`config.mk`:
```
export PLATFORM = sky130hd
export DESIGN_NAME = hms_queue
export DESIGN_NICKNAME = d
export VERILOG_FILES = /design/src/sv/assert_macros.svh /design/src/sv/hms_pkg.sv /design/src/sv/hms_queue.sv
export SDC_FILE = /design/constraint.sdc
export NUM_CORES = 1
export LEC_CHECK = 0
export BUFFER_PORTS_ARGS = -buffer_cell sky130_fd_sc_hd__clkbuf_2
export CAP_MARGIN = 30
export CORE_ASPECT_RATIO = 0.7
export CORE_MARGIN = 8
export CORE_UTILIZATION = 31
export CTS_CLUSTER_SIZE = 40
export DETAILED_ROUTE_END_ITERATION = 10
export PLACE_DENSITY = 0.54
export SETUP_SLACK_MARGIN = 0.15
export SKIP_LAST_GASP = 1
export SLEW_MARGIN = 10
export SYNTH_ARGS = -nofsm -noshare
export SYNTH_HDL_FRONTEND = slang
export SYNTH_SLANG_ARGS = --single-unit
```
`constraint.sdc`:
```
create_clock -name clk_i -period 2.21 [get_ports clk_i]
set_input_delay 0.1105 -clock clk_i [delete_from_list [all_inputs] [get_ports clk_i]]
set_output_delay 0.1105 -clock clk_i [all_outputs]
set_load 0.05 [all_outputs]
```
`src/sv/assert_macros.svh`:
```
// Assertion macros for the hillshade RTL, included by the core top level.
// No dependencies; define NO_ASSERTIONS to compile every check away.
`ifndef ASSERT_MACROS_SVH
`define ASSERT_MACROS_SVH

`ifndef NO_ASSERTIONS

// Clocked check, masked while reset is asserted
`define HMS_ASSERT(lbl, clk, rstn, prop) \
  lbl: assert property (@(posedge clk) disable iff (!rstn) prop) else $error("%m: check failed");

// Clocked check that also holds during reset
`define HMS_ASSERT_ALWAYS(lbl, clk, prop) \
  lbl: assert property (@(posedge clk) prop) else $error("%m: check failed");

`else

`define HMS_ASSERT(lbl, clk, rstn, prop)
`define HMS_ASSERT_ALWAYS(lbl, clk, prop)

`endif

`endif

```
`src/sv/hms_pkg.sv`:
```
// Shared constants, types and helpers for the height map hillshade core.
// No dependencies; imported by every module of the block.
`default_nettype none

package hms_pkg;

  // Parameter defaults
  localparam int unsigned MaxWidthDef  = 2048;
  localparam int unsigned MaxHeightDef = 2048;
  localparam int unsigned FracBitsDef  = 8;

  // Fixed field widths
  localparam int unsigned SampleBits  = 16;
  localparam int unsigned ShadeBits   = 19;
  localparam int unsigned PosBits     = 11;
  localparam int unsigned CfgBits     = 12;
  localparam int unsigned DimBits     = 14;
  localparam int unsigned OutDataBits = 48;
  localparam int unsigned ApbAddrBits = 3;
  localparam int unsigned ApbDataBits = 32;

  // Queue between front and back
  localparam int unsigned QueueDepth = 4;

  // Register map, decoded on paddr[2]
  localparam logic RegImageWidth  = 1'b0;
  localparam logic RegImageHeight = 1'b1;
  localparam logic [CfgBits-1:0] ImageWidthReset  = 12'd640;
  localparam logic [CfgBits-1:0] ImageHeightReset = 12'd480;

  // Result slots an input may cause, in issue order
  localparam int unsigned ResUpper  = 0;  // pixel one row up
  localparam int unsigned ResLower  = 1;  // left neighbor on the last row
  localparam int unsigned ResCorner = 2;  // final pixel of the frame
  localparam int unsigned ResSlots  = 3;

  typedef struct packed {
    logic last_col;
    logic has_left;   // column >= 1
    logic two_left;   // column >= 2
    logic has_up;     // row >= 1
    logic two_up;     // row >= 2
  } flags_t;

  typedef struct packed {
    flags_t              flags;
    logic [ResSlots-1:0] mask;
  } class_t;

  typedef struct packed {
    logic pop;
    logic busy;
  } back_stat_t;

  // Map a programmed dimension onto 1..maxv
  function automatic logic [DimBits-1:0] clamp_dim(logic [CfgBits-1:0] v,
                                                   logic [DimBits-1:0] maxv);
    logic [DimBits-1:0] ext;
    ext = DimBits'(v);
    if (ext == '0) begin
      return DimBits'(1);
    end
    if (ext > maxv) begin
      return maxv;
    end
    return ext;
  endfunction

endpackage

`default_nettype wire

```
`src/sv/hms_queue.sv`:
```
// Short register FIFO that decouples the front end from the back end.
// Depends on hms_pkg for the default depth.
`default_nettype none

module hms_queue #(
  parameter int unsigned DataBits = 32,
  parameter int unsigned Depth    = hms_pkg::QueueDepth
) (
  input  wire logic                clk_i,
  input  wire logic                rst_ni,
  input  wire logic                push_i,
  input  wire logic [DataBits-1:0] push_data_i,
  output logic                     full_o,
  output logic                     valid_o,
  output logic      [DataBits-1:0] data_o,
  input  wire logic                pop_i
);
  import hms_pkg::*;

  localparam int unsigned PtrBits = (Depth > 1) ? $clog2(Depth) : 1;
  localparam int unsigned CntBits = $clog2(Depth + 1);

  logic [DataBits-1:0] slot_q [Depth];
  logic [PtrBits-1:0]  wr_ptr_q, rd_ptr_q;
  logic [CntBits-1:0]  cnt_q;

  assign full_o  = cnt_q == CntBits'(Depth);
  assign valid_o = cnt_q != '0;
  assign data_o  = slot_q[rd_ptr_q];

  // Track pointers and fill level
  always_ff @(posedge clk_i or negedge rst_ni) begin
    if (!rst_ni) begin
      wr_ptr_q <= '0;
      rd_ptr_q <= '0;
      cnt_q    <= '0;
    end else begin
      if (push_i) begin
        wr_ptr_q <= (wr_ptr_q == PtrBits'(Depth - 1)) ? '0 : wr_ptr_q + PtrBits'(1);
      end
      if (pop_i) begin
        rd_ptr_q <= (rd_ptr_q == PtrBits'(Depth - 1)) ? '0 : rd_ptr_q + PtrBits'(1);
      end
      if (push_i && !pop_i) begin
        cnt_q <= cnt_q + CntBits'(1);
      end else if (pop_i && !push_i) begin
        cnt_q <= cnt_q - CntBits'(1);
      end
    end
  end

  // Store the pushed word
  always_ff @(posedge clk_i) begin
    if (push_i) begin
      slot_q[wr_ptr_q] <= push_data_i;
    end
  end

endmodule

`default_nettype wire

```
==> results.json <==
{
  "synth_nets": 248,
  "worst-r2r-cell-count": 4,
  "initial_antenna_violation_count": 0,
  "clk_path_buf_depth": 2,
  "min_to": "rd_ptr_q[1]",
  "timing.final.crit_period_ps": 1989,
  "synth-seq-cells": 135,
  "firstDrtPassIters": 4,
  "synthesis.area_per_instance_um2": 24.79,
  "timing_worst_slew_pin_value_ps": 297.4,
  "reg2reg_setup_slack_ps": 800,
  "diodes": 0,
  "cp_slowest_cell": "mux4_1",
  "cp-end-kind": "output pin",
  "hold_viol_final": 0,
  "num-fill-cells": 1466,
  "holdCritPathClass": "input pin to flip-flop",
  "timing.final.max_slew_violations": 0,
  "grt_start_max_net_pins": 21,
  "clk_latency_ps": 410,
  "synth_largest_area_cell": "edfxtp_1",
  "clock_sinks": 135,
  "max_stage_delay_ps": 600,
  "drt-initial-drc-count": 82,
  "layout_common_cells": "edfxtp_1 (128), clkbuf_2 (69), dlygate4sd3_1 (34)",
  "route.final.wire_length_um": 9784,
  "timing.slew.headroom_pct": 80.18,
  "postSynth.topFlopCell": "edfxtp_1",
  "power_report.internal_total_mw": 6.061,
  "netlist_instances": 205,
  "cp.arrival_ps": 1880,
  "worst_ir_drop_vdd_mv": 0.6197,
  "detail-route-antenna-nets": 0,
  "share_seq_of_total_power_pct": 35.6,
  "track_usage_pct": 10.09,
  "most_common_cell_after_layout_fill_and_taps_aside": "edfxtp_1",
  "post-synth-top-area-fraction_pct": 75.63,
  "detailed_place_hpwl_um": 6117,
  "worstReg2RegEnd": "slot_q[2][1]",
  "drive_gt1_share_pct": 42.44,
  "synth-warning-count": 0,
  "vias": 2446,
  "avgViaCountPerCell": 4.299,
  "multi_input_area_um2": 963.4,
  "grt_pass1_vias": 2735,
  "cell_area_after_synthesis_um2": 5082,
  "die_height_um": 123.1,
  "finalSetupViolCount": 0,
  "crit_path_cell_trace": "buf_12 -> mux4_1 -> clkbuf_2",
  "fp.dieArea_um2": 20810,
  "maxCapViolations": 0,
  "total_leakage_power_nw": 2.363,
  "h_tree_level_count": 4,
  "clock-root-buffer": "clkbuf_16",
  "status": "complete, no violations",
  "drt-wirelength-per-cell_um": 17.20,
  "power_density_nw_per_um2": 1450,
  "place.port_buffers": 69,
  "die_x_um": 169.0,
  "fmax_mhz": 502.7,
  "register_area_um2": 4021,
  "synth_top_cells_by_area": "edfxtp_1 (76%), mux4_2 (12%), dfrtp_1 (3.4%)",
  "comb_power_share_pct": 36.5,
  "post-route-period-util_pct": 90.02,
  "row_count": 39,
  "area_growth_syn_to_layout_pct": 30.67,
  "setup-tns-final_ps": 0,
  "design.portCount": 70,
  "hold_path_startpoint": "pop_i",
  "total_power_mw": 9.629,
  "rsz_0062_raised_after_global_routing": "true",
  "globalplace.congestion": 0.7114,
  "fin_nets": 374,
  "critical_path.startpoint_type": "flip-flop",
  "cts_buffers": 17,
  "sw_frac_of_total_pct": 37.05,
  "power.share.clock_pct": 27.9,
  "criticalPathCategory": "flip-flop to output pin",
  "grt_pass1_wl_um": 15350,
  "required_ps": 2100,
  "core_area_um2": 16200,
  "detail_route.drc_violations": 0,
  "net-switching-power_mw": 3.568,
  "yosys.cell_types.count": 20,
  "fin_skew_ps": 4.664,
  "tritoncts": "built",
  "critical_path_peak_fanout": 20,
  "async_reset_ff_share_pct": 5.185,
  "initial_cell_density_of_the_core_pct": 31.37,
  "grt-ovfl-total": 0,
  "synth-edff-count": 128,
  "worst_r2r_startpoint": "wr_ptr_q[0]",
  "synth_sequential_area_ratio_pct": 79.07,
  "timing.hold.worst_path_depth": 2,
  "clock_edge_transition_at_the_registers_on_the_reported_setup_and_hold_paths_ps": 50
}
layout make-up:
class / count / share of cell area (%)
Clock buffer: 19 / 6.518
Clock inverter: 13 / 1.978
Inverter: 4 / 0.2261
Multi-Input combinational cell: 58 / 14.51
Sequential cell: 135 / 60.55
Tap cell: 225 / 4.239
Timing Repair Buffer: 115 / 11.98
worst max-delay path, delay by kind of cell (launching register included):
family,cells,cell delay (ps)
buf+inv,2,460
flops,1,400
mux,1,600
power groups by stage:
stage                     combinational (mW)  sequential (mW)  clock, mW
after floorplan                         2.79             3.44          0
after global placement                  3.52             3.46          0
after detailed placement                3.53             3.48          0
after CTS                               3.60             3.43       2.74
after global routing                    3.75             3.47       2.84
final                                   3.52             3.43       2.68
how the worst max path moves through the flow:
stage	startpoint	to	slack (ps)	cells past startpoint
finish	rd_ptr_q[0]	data_o[14]	220	3
global placement	rd_ptr_q[0]	data_o[25]	520	3
floorplan	wr_ptr_q[0]	slot_q[2][0]	410	3
detailed placement	rd_ptr_q[0]	data_o[25]	520	3
CTS	rd_ptr_q[0]	data_o[25]	160	3
global route	rd_ptr_q[0]	data_o[14]	140	3
registers in the layout, summed over array words and instances, names as in the netlist:
register,flops
slot_q,128
cnt_q,3
rd_ptr_q,2
wr_ptr_q,2
logic make-up after synthesis:
logic type	after synthesis	share of synthesized area [%]
multiplexers	35	15.14
AO/OA/AOI/OAI	2	0.1970
buffers and inverters	12	2.068
XOR/XNOR	3	0.5171
flip-flops	135	79.07
AND/OR/NAND/NOR	11	1.133
adder cells (fa/ha/maj)	7	1.871
per-stage QoR:
| step | util (%) | instances | setup WS [ps] | area (um2) | hold WS (ps) |
|---|---|---|---|---|---|
| floorplan | - | 205 | 405.3 | 5082 | -185.1 |
| global placement | 35.36 | 503 | 523.9 | 5729 | -33.79 |
| detailed placement | 35.36 | 503 | 520.4 | 5729 | -32.11 |
| CTS | 40.97 | 569 | 159.8 | 6638 | 16.59 |
| global route | 40.99 | 569 | 144.8 | 6641 | 24.38 |
| finish | 40.99 | 569 | 220.7 | 6641 | 33.39 |
Yosys cell counts (all sizes together) (2+ instances only):
library cell / count
mux4: 32
nor2: 3
xor2: 2
inv: 4
dfrtp: 7
ha: 6
buf: 7
mux2: 3
o21ai: 2
nand2: 2
edfxtp: 128
and2: 4
layer usage:
layer / up-vias / GRT usage [%] / wire [um]
li1: 1114 / - / -
met1: 1260 / 12.13 / 4418
met2: 59 / 15.98 / 4664
met3: 13 / 3.987 / 573
met4: 0 / 4.628 / 129
met5: - / 0 / 0
repair_timing:
| action | 4_1_cts | 5_1_grt |
|---|---|---|
| endpoints found under the setup margin | 14 | 3 |
| resized for setup | 1 | 1 |
| endpoints found under the hold margin | 136 | 0 |
| hold buffers | 34 | 0 |
| buffers inserted | 0 | 0 |
(Power assumes the default switching activity.)
