File: config.mk
export PLATFORM = sky130hd
export DESIGN_NAME = hms_front
export DESIGN_NICKNAME = d
export VERILOG_FILES = /design/src/sv/assert_macros.svh /design/src/sv/hms_pkg.sv /design/src/sv/hms_front.sv
export SDC_FILE = /design/constraint.sdc
export NUM_CORES = 1
export LEC_CHECK = 0
export ABC_AREA = 1
export BUFFER_PORTS_ARGS = -buffer_cell sky130_fd_sc_hd__buf_2
export CAP_MARGIN = 40
export CELL_PAD_IN_SITES_DETAIL_PLACEMENT = 1
export CELL_PAD_IN_SITES_GLOBAL_PLACEMENT = 1
export CORE_UTILIZATION = 39
export CTS_CLUSTER_DIAMETER = 200
export DETAILED_ROUTE_END_ITERATION = 8
export PLACE_DENSITY_LB_ADDON = 0.1
export SLEW_MARGIN = 20
export SYNTH_ARGS = -nofsm -noshare
export SYNTH_HDL_FRONTEND = slang
export SYNTH_SLANG_ARGS = --single-unit
File: constraint.sdc
create_clock -name clk_i -period 4.55 [get_ports clk_i]
set_input_delay 0.455 -clock clk_i [delete_from_list [all_inputs] [get_ports clk_i]]
set_output_delay 0.455 -clock clk_i [all_outputs]
set_load 0.03 [all_outputs]
File: src/sv/assert_macros.svh
// Assertion macros for the hillshade RTL, included by the core top level.
// No dependencies; define NO_ASSERTIONS to compile every check away.
`ifndef ASSERT_MACROS_SVH
`define ASSERT_MACROS_SVH

`ifndef NO_ASSERTIONS

// Clocked check, masked while reset is asserted
`define HMS_ASSERT(lbl, clk, rstn, prop) \
  lbl: assert property (@(posedge clk) disable iff (!rstn) prop) else $error("%m: check failed");

// Clocked check that also holds during reset
`define HMS_ASSERT_ALWAYS(lbl, clk, prop) \
  lbl: assert property (@(posedge clk) prop) else $error("%m: check failed");

`else

`define HMS_ASSERT(lbl, clk, rstn, prop)
`define HMS_ASSERT_ALWAYS(lbl, clk, prop)

`endif

`endif

File: src/sv/hms_pkg.sv
// Shared constants, types and helpers for the height map hillshade core.
// No dependencies; imported by every module of the block.
`default_nettype none

package hms_pkg;

  // Parameter defaults
  localparam int unsigned MaxWidthDef  = 2048;
  localparam int unsigned MaxHeightDef = 2048;
  localparam int unsigned FracBitsDef  = 8;

  // Fixed field widths
  localparam int unsigned SampleBits  = 16;
  localparam int unsigned ShadeBits   = 19;
  localparam int unsigned PosBits     = 11;
  localparam int unsigned CfgBits     = 12;
  localparam int unsigned DimBits     = 14;
  localparam int unsigned OutDataBits = 48;
  localparam int unsigned ApbAddrBits = 3;
  localparam int unsigned ApbDataBits = 32;

  // Queue between front and back
  localparam int unsigned QueueDepth = 4;

  // Register map, decoded on paddr[2]
  localparam logic RegImageWidth  = 1'b0;
  localparam logic RegImageHeight = 1'b1;
  localparam logic [CfgBits-1:0] ImageWidthReset  = 12'd640;
  localparam logic [CfgBits-1:0] ImageHeightReset = 12'd480;

  // Result slots an input may cause, in issue order
  localparam int unsigned ResUpper  = 0;  // pixel one row up
  localparam int unsigned ResLower  = 1;  // left neighbor on the last row
  localparam int unsigned ResCorner = 2;  // final pixel of the frame
  localparam int unsigned ResSlots  = 3;

  typedef struct packed {
    logic last_col;
    logic has_left;   // column >= 1
    logic two_left;   // column >= 2
    logic has_up;     // row >= 1
    logic two_up;     // row >= 2
  } flags_t;

  typedef struct packed {
    flags_t              flags;
    logic [ResSlots-1:0] mask;
  } class_t;

  typedef struct packed {
    logic pop;
    logic busy;
  } back_stat_t;

  // Map a programmed dimension onto 1..maxv
  function automatic logic [DimBits-1:0] clamp_dim(logic [CfgBits-1:0] v,
                                                   logic [DimBits-1:0] maxv);
    logic [DimBits-1:0] ext;
    ext = DimBits'(v);
    if (ext == '0) begin
      return DimBits'(1);
    end
    if (ext > maxv) begin
      return maxv;
    end
    return ext;
  endfunction

endpackage

`default_nettype wire

File: src/sv/hms_front.sv
// Front end: raster counters and per-sample classification.
// Depends on hms_pkg; feeds hms_queue with one word per accepted sample.
`default_nettype none

module hms_front #(
  parameter int unsigned MAX_WIDTH  = hms_pkg::MaxWidthDef,
  parameter int unsigned MAX_HEIGHT = hms_pkg::MaxHeightDef
) (
  input  wire logic                                   clk_i,
  input  wire logic                                   rst_ni,
  input  wire logic [hms_pkg::CfgBits-1:0]            img_w_i,
  input  wire logic [hms_pkg::CfgBits-1:0]            img_h_i,
  input  wire logic                                   in_valid_i,
  output logic                                        in_ready_o,
  input  wire logic                                   q_full_i,
  output logic                                        q_push_o,
  output logic [$clog2(MAX_WIDTH)-1:0]                q_col_o,
  output logic [((MAX_HEIGHT > 1) ? $clog2(MAX_HEIGHT) : 1)-1:0] q_row_o,
  output logic [$clog2(MAX_WIDTH)-1:0]                q_nxt_o,
  output hms_pkg::class_t                             q_class_o
);
  import hms_pkg::*;

  localparam int unsigned ColBits = $clog2(MAX_WIDTH);
  localparam int unsigned RowBits = (MAX_HEIGHT > 1) ? $clog2(MAX_HEIGHT) : 1;

  logic [ColBits-1:0] col_q, col_d, col_nxt;
  logic [RowBits-1:0] row_q, row_d;
  logic [DimBits-1:0] dim_w, dim_h;
  logic               last_col, last_row, accept;

  assign dim_w = clamp_dim(img_w_i, DimBits'(MAX_WIDTH));
  assign dim_h = clamp_dim(img_h_i, DimBits'(MAX_HEIGHT));

  // Position of the incoming sample within the frame
  assign last_col = (DimBits'(col_q) + DimBits'(1)) >= dim_w;
  assign last_row = (DimBits'(row_q) + DimBits'(1)) >= dim_h;
  assign col_nxt  = last_col ? '0 : col_q + ColBits'(1);

  assign in_ready_o = !q_full_i;
  assign accept     = in_valid_i && !q_full_i;
  assign q_push_o   = accept;

  // Advance counters on each accepted word
  always_comb begin
    col_d = col_q;
    row_d = row_q;
    if (accept) begin
      col_d = col_nxt;
      if (last_col) begin
        row_d = last_row ? '0 : row_q + RowBits'(1);
      end
    end
  end

  always_ff @(posedge clk_i or negedge rst_ni) begin
    if (!rst_ni) begin
      col_q <= '0;
      row_q <= '0;
    end else begin
      col_q <= col_d;
      row_q <= row_d;
    end
  end

  // Classify: which results this sample releases and which neighbors exist
  always_comb begin
    q_class_o.flags.last_col = last_col;
    q_class_o.flags.has_left = col_q != '0;
    q_class_o.flags.two_left = DimBits'(col_q) >= DimBits'(2);
    q_class_o.flags.has_up   = row_q != '0;
    q_class_o.flags.two_up   = DimBits'(row_q) >= DimBits'(2);
    q_class_o.mask            = '0;
    q_class_o.mask[ResUpper]  = row_q != '0;
    q_class_o.mask[ResLower]  = last_row && (col_q != '0);
    q_class_o.mask[ResCorner] = last_row && last_col;
  end

  assign q_col_o = col_q;
  assign q_row_o = row_q;
  assign q_nxt_o = col_nxt;

endmodule

`default_nettype wire

==> qor.yml <==
outcome:
  status: "finished, violations left"
  violations: "DRC"
logic_synthesis:
  ys.flop_type: "dfrtp_1"
  synth_area_um2: 2390
  yosysWarnings: 0
  yosysSeqAreaShare: 0.230
  async_flop_share: 1.00
  ys_ff_latch: 22
  synthCells: 373
  synth_area_per_cell_um2: 6.42
  postSynthNetCount: 431
  yosysUniqueCellTypes: 30
  synth_edf_count: 0
cells_and_area:
  fin_nets: 498
  drive_gt1_frac: 0.212
  area_growth_pct: 18.0
  final_util: 0.477
  num_antenna_cells: 0
  layout_common_cells: "122 x nand2_1, 70 x buf_2, 55 x inv_1"
  final_common_cell: "nand2_1"
  nFillCells: 845
clocking:
  ctsRootBufferMaster: "clkbuf_8"
  cts_tree: "yes"
  cts_sinks: 22
  h-tree-depth: 1
  cts_buffers: 3
  post_cts_buffers: 0
  clk_pin_slew_ns: 0.08
  ctsResizeCount: 0
  clock_latency_ns: 0.26
  holdBufCountCts: 0
  cts_buffer_depth: 2
grt:
  grt_start_max_net_pins: 23
  antenna_found_initial: 0
  grt_first_pass_wirelength_um: 11700
  grt.overflow.total: 0
  grt_pass1_vias: 2433
  track_usage: 0.232
timing:
  rsz0062_at_grt: "false"
  finalSetupTns_ns: 0
  skew_ns: 0.00440
  min_period_over_period: 0.794
  tightestPinTransition_ns: 0.515
  fmaxAchievable_mhz: 277
  hold_viol: 0
  fin_crit_ns: 3.61
  setup_viol: 0
  relSlewSlack: 0.654
  finalMaxSlewViolations: 0
die:
  die_w_um: 80.4
  dieArea_um2: 6460
  die_h_um: 80.4
  top_level_ports: 71
  rows: 28
  start_util: 0.404
  core-area_um2: 5920
placed_design:
  portBuffers: 70
  dpl.hpwl_um: 5870
  place_congestion: 0.784
drt:
  vias: 2579
  drc_errors: 1
  drtIter0Drc: 94
  viasPerCell: 5.03
  ant_nets: 0
  dr.pass1.iters: 6
  wl_per_cell_um: 13.8
  wl_um: 7060
critical_path:
  critPathKind: "flop to output pin"
  critPathArrivalTime_ns: 3.16
  critPathCaptureType: "output pin"
  path_max_fanout: 12
  critPathRequiredTime_ns: 4.09
  startpoint_type: "flop"
power:
  p_per_area_nw_per_um2: 453
  p_leak_uw: 0.00170
  vdd_ir_drop_max_mv: 0.273
hold_path:
  hold_class: "input pin to async pin"
run:
  drv_cap: 0
==> power breakdown <==
group / leakage (uW) / switching (uW) / internal [uW]
registers: 0.000298 / 75.8 / 233
logic: 0.00138 / 582 / 262
clock network: 0.0000216 / 66.7 / 59.2
==> worst paths after layout <==
| kind | startpoint | end | slack, ns | cells past startpoint |
|---|---|---|---|---|
| max in group asynchronous | rst_ni | q_col_o[5] | 4.04 | 1 |
| min in group clk_i | q_row_o[9] | q_row_o[9] | 0.55 | 2 |
| worst min register to register | q_row_o[9] | q_row_o[9] | 0.55 | 2 |
| worst min-delay path | rst_ni | q_col_o[2] | 0.15 | 1 |
| worst max-delay path | q_row_o[1] | q_class_o[1] | 0.94 | 15 |
| worst max register to register | q_col_o[0] | q_row_o[1] | 1.51 | 14 |
==> critical path: stages (launching register included) <==
cell     delay [ns]
dfrtp_1        0.47
ha_1           0.25
nand3_2        0.13
nor2_4         0.18
nand2_1        0.08
nand2_1        0.07
nand2_1        0.11
ha_1           0.30
nand2_1        0.07
nor2_1         0.10
nand3_1        0.11
inv_1          0.09
nand2_1        0.27
and2_1         0.33
a21oi_1        0.13
buf_2          0.21
==> final cells by class <==
type | count | area (um^2) | share of cell area
Clock buffer | 3 | 41.3 | 0.0146
Tap cell | 75 | 93.8 | 0.0332
Inverter | 55 | 206 | 0.0731
Sequential cell | 22 | 551 | 0.195
Multi-Input combinational cell | 287 | 1580 | 0.558
Timing Repair Buffer | 71 | 358 | 0.127
==> per-stage QoR <==
step / hold slack [ns] / instances / power, uW / area, um^2 / worst slack, ns
4_1_cts: 0.175 / 513 / 1290 / 2830 / 0.918
5_1_grt: 0.205 / 513 / 1390 / 2830 / 0.720
3_3_place_gp: 0.462 / 510 / 1130 / 2780 / 1.21
2_1_floorplan: 0.159 / 373 / 930 / 2390 / 1.17
3_5_place_dp: 0.467 / 510 / 1160 / 2780 / 1.16
6_report: 0.155 / 513 / 1280 / 2830 / 0.938
==> cells in the mapped netlist (2+ instances only) <==
master / instances / area share
nand2_1: 122 / 0.19
inv_1: 55 / 0.086
nor2_1: 36 / 0.056
ha_1: 30 / 0.16
nand3_1: 28 / 0.059
dfrtp_1: 22 / 0.23
nor3_1: 9 / 0.019
o21ai_1: 9 / 0.019
xor2_1: 9 / 0.033
a21oi_1: 7 / 0.015
nand2_2: 6 / 0.016
nor2_2: 6 / 0.016
buf_4: 5 / 0.016
nand4_1: 4 / 0.010
o21ai_0: 4 / 0.0084
nor4_1: 3 / 0.0078
buf_2: 2 / 0.0042
nand3_2: 2 / 0.0084
nor2_4: 2 / 0.0094
o21bai_1: 2 / 0.0063
==> flip-flops by register name, summed over array words and instances, names as in the netlist <==
register / flops
q_col_o: 11
q_row_o: 11
==> cell families (layout without fill, tap and decap cells) <==
| kind of cell | after synthesis | after routing | share of synthesized area |
|---|---|---|---|
| buffers and inverters | 64 | 129 | 0.112 |
| AO/OA/AOI/OAI | 25 | 25 | 0.0575 |
| XOR/XNOR | 10 | 10 | 0.0397 |
| AND/OR/NAND/NOR | 222 | 222 | 0.404 |
| flip-flops | 22 | 22 | 0.230 |
| adder cells (fa/ha/maj) | 30 | 30 | 0.157 |
==> per-layer routing <==
layer | GRT usage | wire length (um) | up-vias
met4 | 0.0536 | 70 | 0
met3 | 0.0159 | 284 | 8
met2 | 0.367 | 3100 | 77
met1 | 0.340 | 3610 | 1193
met5 | 0 | 0 | -
li1 | - | - | 1301
(Power assumes the default switching activity.)
