`src/sv/assert_macros.svh`:
```
// Assertion macros for the hillshade RTL, included by the core top level.
// No dependencies; define NO_ASSERTIONS to compile every check away.
`ifndef ASSERT_MACROS_SVH
`define ASSERT_MACROS_SVH

`ifndef NO_ASSERTIONS

// Clocked check, masked while reset is asserted
`define HMS_ASSERT(lbl, clk, rstn, prop) \
  lbl: assert property (@(posedge clk) disable iff (!rstn) prop) else $error("%m: check failed");

// Clocked check that also holds during reset
`define HMS_ASSERT_ALWAYS(lbl, clk, prop) \
  lbl: assert property (@(posedge clk) prop) else $error("%m: check failed");

`else

`define HMS_ASSERT(lbl, clk, rstn, prop)
`define HMS_ASSERT_ALWAYS(lbl, clk, prop)

`endif

`endif

```
`src/sv/hms_pkg.sv`:
```
// Shared constants, types and helpers for the height map hillshade core.
// No dependencies; imported by every module of the block.
`default_nettype none

package hms_pkg;

  // Parameter defaults
  localparam int unsigned MaxWidthDef  = 2048;
  localparam int unsigned MaxHeightDef = 2048;
  localparam int unsigned FracBitsDef  = 8;

  // Fixed field widths
  localparam int unsigned SampleBits  = 16;
  localparam int unsigned ShadeBits   = 19;
  localparam int unsigned PosBits     = 11;
  localparam int unsigned CfgBits     = 12;
  localparam int unsigned DimBits     = 14;
  localparam int unsigned OutDataBits = 48;
  localparam int unsigned ApbAddrBits = 3;
  localparam int unsigned ApbDataBits = 32;

  // Queue between front and back
  localparam int unsigned QueueDepth = 4;

  // Register map, decoded on paddr[2]
  localparam logic RegImageWidth  = 1'b0;
  localparam logic RegImageHeight = 1'b1;
  localparam logic [CfgBits-1:0] ImageWidthReset  = 12'd640;
  localparam logic [CfgBits-1:0] ImageHeightReset = 12'd480;

  // Result slots an input may cause, in issue order
  localparam int unsigned ResUpper  = 0;  // pixel one row up
  localparam int unsigned ResLower  = 1;  // left neighbor on the last row
  localparam int unsigned ResCorner = 2;  // final pixel of the frame
  localparam int unsigned ResSlots  = 3;

  typedef struct packed {
    logic last_col;
    logic has_left;   // column >= 1
    logic two_left;   // column >= 2
    logic has_up;     // row >= 1
    logic two_up;     // row >= 2
  } flags_t;

  typedef struct packed {
    flags_t              flags;
    logic [ResSlots-1:0] mask;
  } class_t;

  typedef struct packed {
    logic pop;
    logic busy;
  } back_stat_t;

  // Map a programmed dimension onto 1..maxv
  function automatic logic [DimBits-1:0] clamp_dim(logic [CfgBits-1:0] v,
                                                   logic [DimBits-1:0] maxv);
    logic [DimBits-1:0] ext;
    ext = DimBits'(v);
    if (ext == '0) begin
      return DimBits'(1);
    end
    if (ext > maxv) begin
      return maxv;
    end
    return ext;
  endfunction

endpackage

`default_nettype wire

```
`src/sv/hms_regs.sv`:
```
// APB register file holding image width and height.
// Depends on hms_pkg for the register map and reset values.
`default_nettype none

module hms_regs (
  input  wire logic                             clk_i,
  input  wire logic                             rst_ni,
  input  wire logic                             psel,
  input  wire logic                             penable,
  input  wire logic                             pwrite,
  input  wire logic [hms_pkg::ApbAddrBits-1:0]  paddr,
  input  wire logic [hms_pkg::ApbDataBits-1:0]  pwdata,
  output logic      [hms_pkg::ApbDataBits-1:0]  prdata,
  output logic                                  pready,
  output logic      [hms_pkg::CfgBits-1:0]      img_w_o,
  output logic      [hms_pkg::CfgBits-1:0]      img_h_o
);
  import hms_pkg::*;

  logic [CfgBits-1:0] img_w_q;
  logic [CfgBits-1:0] img_h_q;
  logic               wr_en;

  assign wr_en = psel && penable && pwrite;

  // Write registers on the access cycle
  always_ff @(posedge clk_i or negedge rst_ni) begin
    if (!rst_ni) begin
      img_w_q <= ImageWidthReset;
      img_h_q <= ImageHeightReset;
    end else if (wr_en) begin
      unique case (paddr[2])
        RegImageWidth:  img_w_q <= pwdata[CfgBits-1:0];
        RegImageHeight: img_h_q <= pwdata[CfgBits-1:0];
        default:        img_w_q <= img_w_q;
      endcase
    end
  end

  // Read back the addressed register
  always_comb begin
    unique case (paddr[2])
      RegImageWidth:  prdata = ApbDataBits'(img_w_q);
      RegImageHeight: prdata = ApbDataBits'(img_h_q);
      default:        prdata = '0;
    endcase
  end

  assign pready  = 1'b1;
  assign img_w_o = img_w_q;
  assign img_h_o = img_h_q;

endmodule

`default_nettype wire

```
`config.mk`:
```
export PLATFORM = sky130hd
export DESIGN_NAME = hms_regs
export DESIGN_NICKNAME = d
export VERILOG_FILES = /design/src/sv/assert_macros.svh /design/src/sv/hms_pkg.sv /design/src/sv/hms_regs.sv
export SDC_FILE = /design/constraint.sdc
export NUM_CORES = 1
export LEC_CHECK = 0
export BUFFER_PORTS_ARGS = -buffer_cell sky130_fd_sc_hd__buf_2
export CORE_MARGIN = 2
export CORE_UTILIZATION = 36
export CTS_BUF_LIST = sky130_fd_sc_hd__clkbuf_16
export CTS_CLUSTER_DIAMETER = 200
export DETAILED_ROUTE_END_ITERATION = 12
export GPL_TIMING_DRIVEN = 0
export PLACE_DENSITY = 0.73
export RECOVER_POWER = 50
export SYNTH_ARGS = -nofsm -noshare
export SYNTH_HDL_FRONTEND = slang
export SYNTH_SLANG_ARGS = --single-unit
```
`constraint.sdc`:
```
create_clock -name clk_i -period 1.58 [get_ports clk_i]
set_input_delay 0.237 -clock clk_i [delete_from_list [all_inputs] [get_ports clk_i]]
set_output_delay 0.237 -clock clk_i [all_outputs]
set_load 0.005 [all_outputs]
```
==> results.cfg, run 1 <==
[route]
drtIter0Drc = 3
antenna_left = 0
ratio_of_routed_vias_to_standard_cells = 4.09
dr_total_vias = 864
detail_route.drc_violations = 0
detail_route.wirelength_um = 2540
wl_per_cell_um = 12.0
firstDrtPassIters = 3

[worst_hold_path]
worst_hold_path.num_cells = 2
timing.hold.worst.start = pwdata[1]
timing.hold.worst.class = in -> reg
min_delay_worst_endpoint = img_h_o[1]

[power_and_ir_drop]
cellPowerDensity_mw_per_mm2 = 1150
power.share.switching_pct = 25.8
power_mw = 1.96
cellInternalPower_mw = 1.45
clkPwrFrac_pct = 27.4
power_frac_seq_pct = 44.6
share_of_total_power_in_combinational_logic_pct = 27.9
worst_ir_drop_vdd_v = 0.000622
net-switching-power_mw = 0.504
total_leakage_power_nw = 0.899

[floorplanning]
die_width_um = 63.6
top_ports = 97
design.die.area_mm2 = 0.00405
start_util_pct = 38.1
core_area_mm2 = 0.00336
std_cell_rows = 21
dieHeight_um = 63.6

[sta]
maxSlewHeadroom_pct = 57.2
timing.final.max_slew_violations = 0
holdWs_ps = 204
rsz0062_at_grt = no
min_period_over_period_pct = 88.8
timing.clock.skew_ps = 0
setup_total_negative_slack_ps = 0
timing_worst_slew_pin_value_ps = 642
final.min_clock_period_ps = 1400
worst_slack_ps = 177
setup_violations = 0
hold_viol_final = 0
max_freq_mhz = 713

[synthesis]
synth.yosys.seq_area_share_pct = 47.5
ys_ff_latch = 24
synth_cell_types = 10
synthesis.area_per_instance_um2 = 14.5
netlist_area_mm2 = 0.00128
netlist.area_leader.share_pct = 35.2
yosysTopAreaCell = sky130_fd_sc_hd__dfrtp_1
synth-warning-count = 0
netlist_instances = 88
synth.top_cells.by_area = sky130_fd_sc_hd__dfrtp_1 35%, sky130_fd_sc_hd__mux2_2 23%, sky130_fd_sc_hd__dfstp_2 12%

[setup_path]
r2r-end = img_h_o[2]
crit_path_top_delay_cell = sky130_fd_sc_hd__mux2_2
worst_ep_required_time_ps = 1340
setup.reg_to_reg.worst_slack_ps = 760
cp_data_arrival_time_ps = 1170
r2r-start = img_h_o[2]
cp-end-kind = output pin
timing.critical_path.from_type = primary input
critical_path_class = in -> out
worst_path_largest_cell_delay_ps = 370
worst_reg_to_reg_path_cell_count = 1
critical-path-top-cell-by-count = sky130_fd_sc_hd__buf_2
critPathMaxFanout = 10
ordered_cell_list_for_the_critical_path = buf_2 -> buf_2 -> mux2_2 -> buf_2

[clocking]
max-clock-path-buffers = 2
clock_tree_from_tritoncts = done
clockRootBuffer = sky130_fd_sc_hd__clkbuf_16
clock_tree.htree_level_count = 1
clkTransAtPathRegs_ps = 60
clock_insertion_delay_worst_skew_ps = 250
cts_inserted_buffers = 3
num_clock_sinks = 24
post-cts-setup-buffers = 0

[layout]
layout.cells.most_common = sky130_fd_sc_hd__buf_2
n_antenna_cell = 0
drive_gt1_share_pct = 67.9
stdcell_count = 211
n_fill_cell = 333
area_growth_pct = 32.7
commonest_non_fill_non_tap_cells_in_the_layout = 53 x sky130_fd_sc_hd__buf_2, 26 x sky130_fd_sc_hd__mux2_2, 21 x sky130_fd_sc_hd__buf_4, 21 x sky130_fd_sc_hd__conb_1, 18 x sky130_fd_sc_hd__dfrtp_1
finalCoreUtilization_pct = 50.5
nets = 206
final_cell_area_mm2 = 0.00170

[placement]
pre_cts_ws_ps = 156
numPlacedInstances = 206
routabilityCongestion = 0.651
detailedPlacementHpwl_um = 1960
portBuffers = 53
placedInstanceArea_mm2 = 0.00167

[grt]
grt_first_pass_wirelength_um = 4140
overflow = 0
antenna_found_initial = 0
grt_max_degree = 25
grt_pass1_vias = 897
gr-usage-all-layers_pct = 13.0

[run_status]
run_status = complete, no violations

[job]
max_capacitance_violation_count = 0
## layer usage
metal  share of wire [%]  up-vias  track usage (%)
met3                 8.3        0             3.21
met4                   0        0             4.08
li1                    -      415                -
met2                  49       48             23.3
met1                  43      401             15.2
met5                   0        -                0
## cells in the mapped netlist
library cell,instances
sky130_fd_sc_hd__nand4_2,1
sky130_fd_sc_hd__conb_1,2
sky130_fd_sc_hd__mux2_4,10
sky130_fd_sc_hd__buf_4,21
sky130_fd_sc_hd__dfrtp_1,18
sky130_fd_sc_hd__dfstp_2,6
sky130_fd_sc_hd__buf_6,2
sky130_fd_sc_hd__mux2_2,26
sky130_fd_sc_hd__nand4b_4,1
sky130_fd_sc_hd__buf_2,1
## state kept, by name (all words and copies together), names as in the netlist
register and cells:
img_h_o 12, img_w_o 12
## power groups by stage
stage	logic [mW]	registers, mW	clock network [mW]
after floorplan	0.307	0.883	0
after global placement	0.582	0.869	0
after detailed placement	0.599	0.881	0
after CTS	0.601	0.876	0.551
after global routing	0.601	0.894	0.582
final	0.546	0.873	0.537
## worst max-delay path, delay by kind of cell
kind	cells	cell delay, ps
mux	1	370
buf+inv	3	560
## worst max-delay path by stage
| stage | endpoint | startpoint | cells after the start | slack [ps] |
|---|---|---|---|---|
| floorplan | prdata[0] | paddr[2] | 2 | 560 |
| global placement | prdata[10] | paddr[2] | 4 | 170 |
| detailed placement | prdata[1] | paddr[2] | 4 | 160 |
| CTS | prdata[1] | paddr[2] | 4 | 150 |
| global route | prdata[1] | paddr[2] | 4 | 120 |
| finish | prdata[1] | paddr[2] | 4 | 180 |
## timing repair
| action | CTS | global route |
|---|---|---|
| hold buffers | 1 | 0 |
| gates resized for setup | 0 | 0 |
| endpoints found under the hold margin | 18 | 0 |
## logic make-up after synthesis
group                  count (synthesis)  share of synthesized area, %
multiplexers                          36                          34.6
buffers and inverters                 24                          14.5
AND/OR/NAND/NOR                        2                          2.83
flip-flops                            24                          47.5
other                                  2                         0.587
## layout make-up
| cell class | count | area [um2] | share of cell area (%) |
|---|---|---|---|
| Multi-Input combinational cell | 59 | 509 | 30.0 |
| Clock buffer | 3 | 75.1 | 4.42 |
| Clock inverter | 1 | 3.75 | 0.221 |
| Tap cell | 46 | 57.6 | 3.39 |
| Buffer | 24 | 170 | 10.0 |
| Timing Repair Buffer | 54 | 275 | 16.2 |
| Sequential cell | 24 | 608 | 35.8 |
No activity file was read; power rests on OpenSTA's default activity.
==> inputs of run 2 (changes only) <==
--- a/config.mk
+++ b/config.mk
@@ -11,7 +11,6 @@
 export CTS_BUF_LIST = sky130_fd_sc_hd__clkbuf_16
 export CTS_CLUSTER_DIAMETER = 200
 export DETAILED_ROUTE_END_ITERATION = 12
-export GPL_TIMING_DRIVEN = 0
 export PLACE_DENSITY = 0.73
 export RECOVER_POWER = 50
 export SYNTH_ARGS = -nofsm -noshare
==> results.cfg, run 2 (same netlist as run 1, synthesis figures left out) <==
[grt]
gr-usage-all-layers_pct = 12.9
overflow = 0
grt_first_pass_wirelength_um = 4030
grt_pass1_vias = 871
grt-busiest-layer = met2
grt.met3_usage_pct = 2.86
grt_max_degree = 25
antenna_found_initial = 0
grtUsageMet2_pct = 24.2
met1_usage_pct = 14.6

[clocking]
clock_insertion_delay_worst_skew_ps = 250
clockRootBuffer = sky130_fd_sc_hd__clkbuf_16
cts_inserted_buffers = 3
clock_tree.htree_level_count = 1
num_clock_sinks = 24
post_cts_hold_buffer_count = 1
clkTransAtPathRegs_ps = 60
post-cts-setup-buffers = 0
max-clock-path-buffers = 2
clock_tree_from_tritoncts = done
post_cts_resize_count = 0

[route]
detail_route.wirelength_um = 2460
detail_route.drc_violations = 0
drtIter0Drc = 6
ratio_of_routed_vias_to_standard_cells = 4.33
wl_per_cell_um = 13.1
antenna_left = 0
firstDrtPassIters = 3
dr_total_vias = 814

[sta]
min_period_over_period_pct = 82.3
final.min_clock_period_ps = 1300
setup_violations = 0
hold_viol_final = 0
max_freq_mhz = 769
rsz0062_at_grt = no
timing.final.max_slew_violations = 0
maxSlewHeadroom_pct = 61.6
setup_total_negative_slack_ps = 0
timing_worst_slew_pin_value_ps = 576
timing.clock.skew_ps = 0

[setup_path]
critPathMaxFanout = 14
timing.critical_path.from_type = primary input
crit_start = paddr[2]
worst_ep_required_time_ps = 1340
cp_data_arrival_time_ps = 1060
cp-end-kind = output pin
r2r-start = img_w_o[0]
critical_path_class = in -> out

[run_status]
run_status = complete, no violations

[power_and_ir_drop]
power_mw = 1.95
total_leakage_power_nw = 0.818
cellPowerDensity_mw_per_mm2 = 1240
worst_ir_drop_vdd_v = 0.000769

[layout]
layout.cells.most_common = sky130_fd_sc_hd__buf_2
commonest_non_fill_non_tap_cells_in_the_layout = 45 x sky130_fd_sc_hd__buf_2, 26 x sky130_fd_sc_hd__mux2_2, 21 x sky130_fd_sc_hd__conb_1, 18 x sky130_fd_sc_hd__dfrtp_1, 10 x sky130_fd_sc_hd__mux2_4
area_growth_pct = 23.2
n_antenna_cell = 0
final_cell_area_mm2 = 0.00158
nets = 183
drive_gt1_share_pct = 66.2

[worst_hold_path]
timing.hold.worst.start = pwdata[4]
timing.hold.worst.class = in -> reg

[floorplanning]
core_area_mm2 = 0.00336
design.die.area_mm2 = 0.00405
die_width_um = 63.6
top_ports = 97
dieHeight_um = 63.6
std_cell_rows = 21
start_util_pct = 38.1

[placement]
routabilityCongestion = 0.654
detailedPlacementHpwl_um = 1830
portBuffers = 53
placedInstanceArea_mm2 = 0.00150

[job]
max_capacitance_violation_count = 0
-- run 2: path summary, 6_finish.rpt --
path / end / slack (ps) / cells after the start
worst min register to register: img_w_o[2] / 530 / 1
worst max-delay path: prdata[7] / 280 / 3
max in group asynchronous: img_w_o[6] / 670 / 2
worst min-delay path: img_h_o[4] / 220 / 2
min in group asynchronous: img_w_o[3] / 530 / 2
worst max register to register: img_w_o[0] / 790 / 1
-- run 2: worst max-delay path, cell delays in order --
cell	delay, ps
sky130_fd_sc_hd__buf_2	310
sky130_fd_sc_hd__mux2_2	390
sky130_fd_sc_hd__buf_2	130
-- run 2: metrics by stage --
step / util [%] / hold WS [ps] / cells / worst slack [ps]
final: 46.9 / 225 / 188 / 279
after detailed placement: 44.5 / 246 / 183 / 162
after floorplan: - / -58.6 / 107 / 565
after global routing: 46.9 / 223 / 188 / 234
after global placement: 44.5 / 234 / 183 / 212
after CTS: 47.1 / 222 / 188 / 257
-- run 2: per-layer routing --
layer / vias to the layer above / part of all wire, %
li1: 369 / -
met1: 392 / 40
met2: 51 / 52
met3: 2 / 6.9
met4: 0 / 0.85
met5: - / 0
-- run 2: cell type report --
type | count | area (um2)
Sequential cell | 24 | 608
Tap cell | 46 | 57.6
Timing Repair Buffer | 55 | 274
Fill cell | 323 | 1790
Clock inverter | 1 | 3.75
Clock buffer | 3 | 75.1
Multi-Input combinational cell | 59 | 558
-- run 2: where the power goes --
group          leakage (nW)  internal (mW)  switching [mW]
Clock                0.0385          0.337           0.196
Combinational         0.501          0.336           0.205
Sequential            0.279          0.777           0.101
==> inputs of run 3 (changes only) <==
==> constraint.sdc (replaced) <==
create_clock -name clk_i -period 1.2 [get_ports clk_i]
set_input_delay 0.18 -clock clk_i [delete_from_list [all_inputs] [get_ports clk_i]]
set_output_delay 0.18 -clock clk_i [all_outputs]
set_load 0.005 [all_outputs]
==> results.cfg, run 3 (same netlist as run 1, synthesis figures left out) <==
[placement]
routabilityCongestion = 0.644
detailedPlacementHpwl_um = 1880
portBuffers = 53
pre_cts_ws_ps = 33.0
placedInstanceArea_mm2 = 0.00153

[sta]
rsz0062_at_grt = yes
timing_worst_slew_pin_value_ps = 577
timing.clock.skew_ps = 0
setup_violations = 9
min_period_over_period_pct = 101
timing.final.max_slew_violations = 0
holdWs_ps = 172
maxSlewHeadroom_pct = 61.6
final.min_clock_period_ps = 1220
worst_slack_ps = -15.8
hold_viol_final = 0
max_freq_mhz = 823
setup_total_negative_slack_ps = -66.1

[route]
antenna_left = 0
firstDrtPassIters = 2
ratio_of_routed_vias_to_standard_cells = 4.22
drtIter0Drc = 2
detail_route.wirelength_um = 2570
dr_total_vias = 870
wl_per_cell_um = 12.5
detail_route.drc_violations = 0

[clocking]
clock_insertion_delay_worst_skew_ps = 250
clock_tree.htree_level_count = 1
cts_inserted_buffers = 3
clkTransAtPathRegs_ps = 60
clockRootBuffer = sky130_fd_sc_hd__clkbuf_16
max-clock-path-buffers = 2
clock_tree_from_tritoncts = done
num_clock_sinks = 24

[setup_path]
worst_ep_required_time_ps = 1020
worst_reg_to_reg_path_cell_count = 3
cp-end-kind = output pin
critical_path_class = reg -> out
crit_path_top_delay_cell = sky130_fd_sc_hd__dfrtp_1
cp_data_arrival_time_ps = 1040
r2r-end = img_h_o[1]
ordered_cell_list_for_the_critical_path = mux2_4 -> buf_6
worst_path_largest_cell_delay_ps = 400
critPathMaxFanout = 2
setup.reg_to_reg.worst_slack_ps = 200
r2r-start = img_h_o[1]
timing.critical_path.from_type = flop
cp_top_family = flip-flops
worst-path-buf-inv = 1

[grt]
grt_pass1_vias = 890
grt_max_degree = 25
grt_first_pass_wirelength_um = 4360
antenna_found_initial = 0
gr-usage-all-layers_pct = 13.8
overflow = 0

[floorplanning]
dieHeight_um = 63.6
start_util_pct = 38.1
die_width_um = 63.6
std_cell_rows = 21
top_ports = 97
core_area_mm2 = 0.00336
design.die.area_mm2 = 0.00405

[layout]
n_antenna_cell = 0
drive_gt1_share_pct = 72.5
commonest_non_fill_non_tap_cells_in_the_layout = 50 x sky130_fd_sc_hd__buf_2, 24 x sky130_fd_sc_hd__mux2_2, 21 x sky130_fd_sc_hd__conb_1, 18 x sky130_fd_sc_hd__dfrtp_1, 16 x sky130_fd_sc_hd__buf_4
final_cell_area_mm2 = 0.00174
layout.cells.most_common = sky130_fd_sc_hd__buf_2
area_growth_pct = 35.7
nets = 201
finalCoreUtilization_pct = 51.6

[run_status]
run_status = finished with violations
failed_checks = setup timing

[power_and_ir_drop]
cellPowerDensity_mw_per_mm2 = 1600
total_leakage_power_nw = 0.927
worst_ir_drop_vdd_v = 0.00130

[worst_hold_path]
min_delay_worst_endpoint = img_h_o[10]
timing.hold.worst.class = in -> reg
timing.hold.worst.start = pwdata[10]
worst_hold_path.num_cells = 2

[job]
max_capacitance_violation_count = 0
run 3: cell types whose count changed in the layout (fill, tap and decap cells not counted), sizes merged:
cell / previous run / this run
buf: 46 / 69
clkbuf: 11 / 6
run 3: worst max-delay path by stage:
stage               startpoint           to  cells past startpoint
floorplan             paddr[2]    prdata[0]                      2
detailed placement    paddr[2]  img_w_o[10]                      3
CTS                 img_h_o[9]    prdata[9]                      2
global route        img_h_o[2]    prdata[2]                      2
global placement      paddr[2]   img_w_o[5]                      3
finish              img_h_o[9]    prdata[9]                      2
run 3: report_power, final:
part,internal (mW),switching (mW),total [mW]
Sequential,1.02,0.116,1.14
Combinational,0.615,0.321,0.936
Clock,0.444,0.263,0.708
run 3: repair_timing:
action                                 in CTS  in global routing
setup endpoints to repair                  12                 12
endpoints found under the hold margin      18                  0
buffers inserted                           12                  3
hold buffers                                1                  0
gates resized for setup                     4                  0
run 3: cell type report:
cell class	count	area (um2)
fill	310	1630
sequential	24	608
multi-input combinational	59	553
timing repair buffer	73	439
clock buffer	3	75.1
tap	46	57.6
clock inverter	1	3.75
run 3: per-layer routing:
layer | vias up | track usage, % | share of wire, %
met5 | - | 0 | 0
met4 | 0 | 1.63 | 0
met3 | 0 | 3.93 | 7.5
met2 | 48 | 25.7 | 50
met1 | 416 | 16.0 | 42
li1 | 406 | - | -
run 3: through the flow:
step           power (mW)  std cells
3_3_place_gp         1.87        186
6_report             2.78        206
2_1_floorplan        1.57        107
5_1_grt              2.96        206
3_5_place_dp         1.91        186
4_1_cts              2.80        203
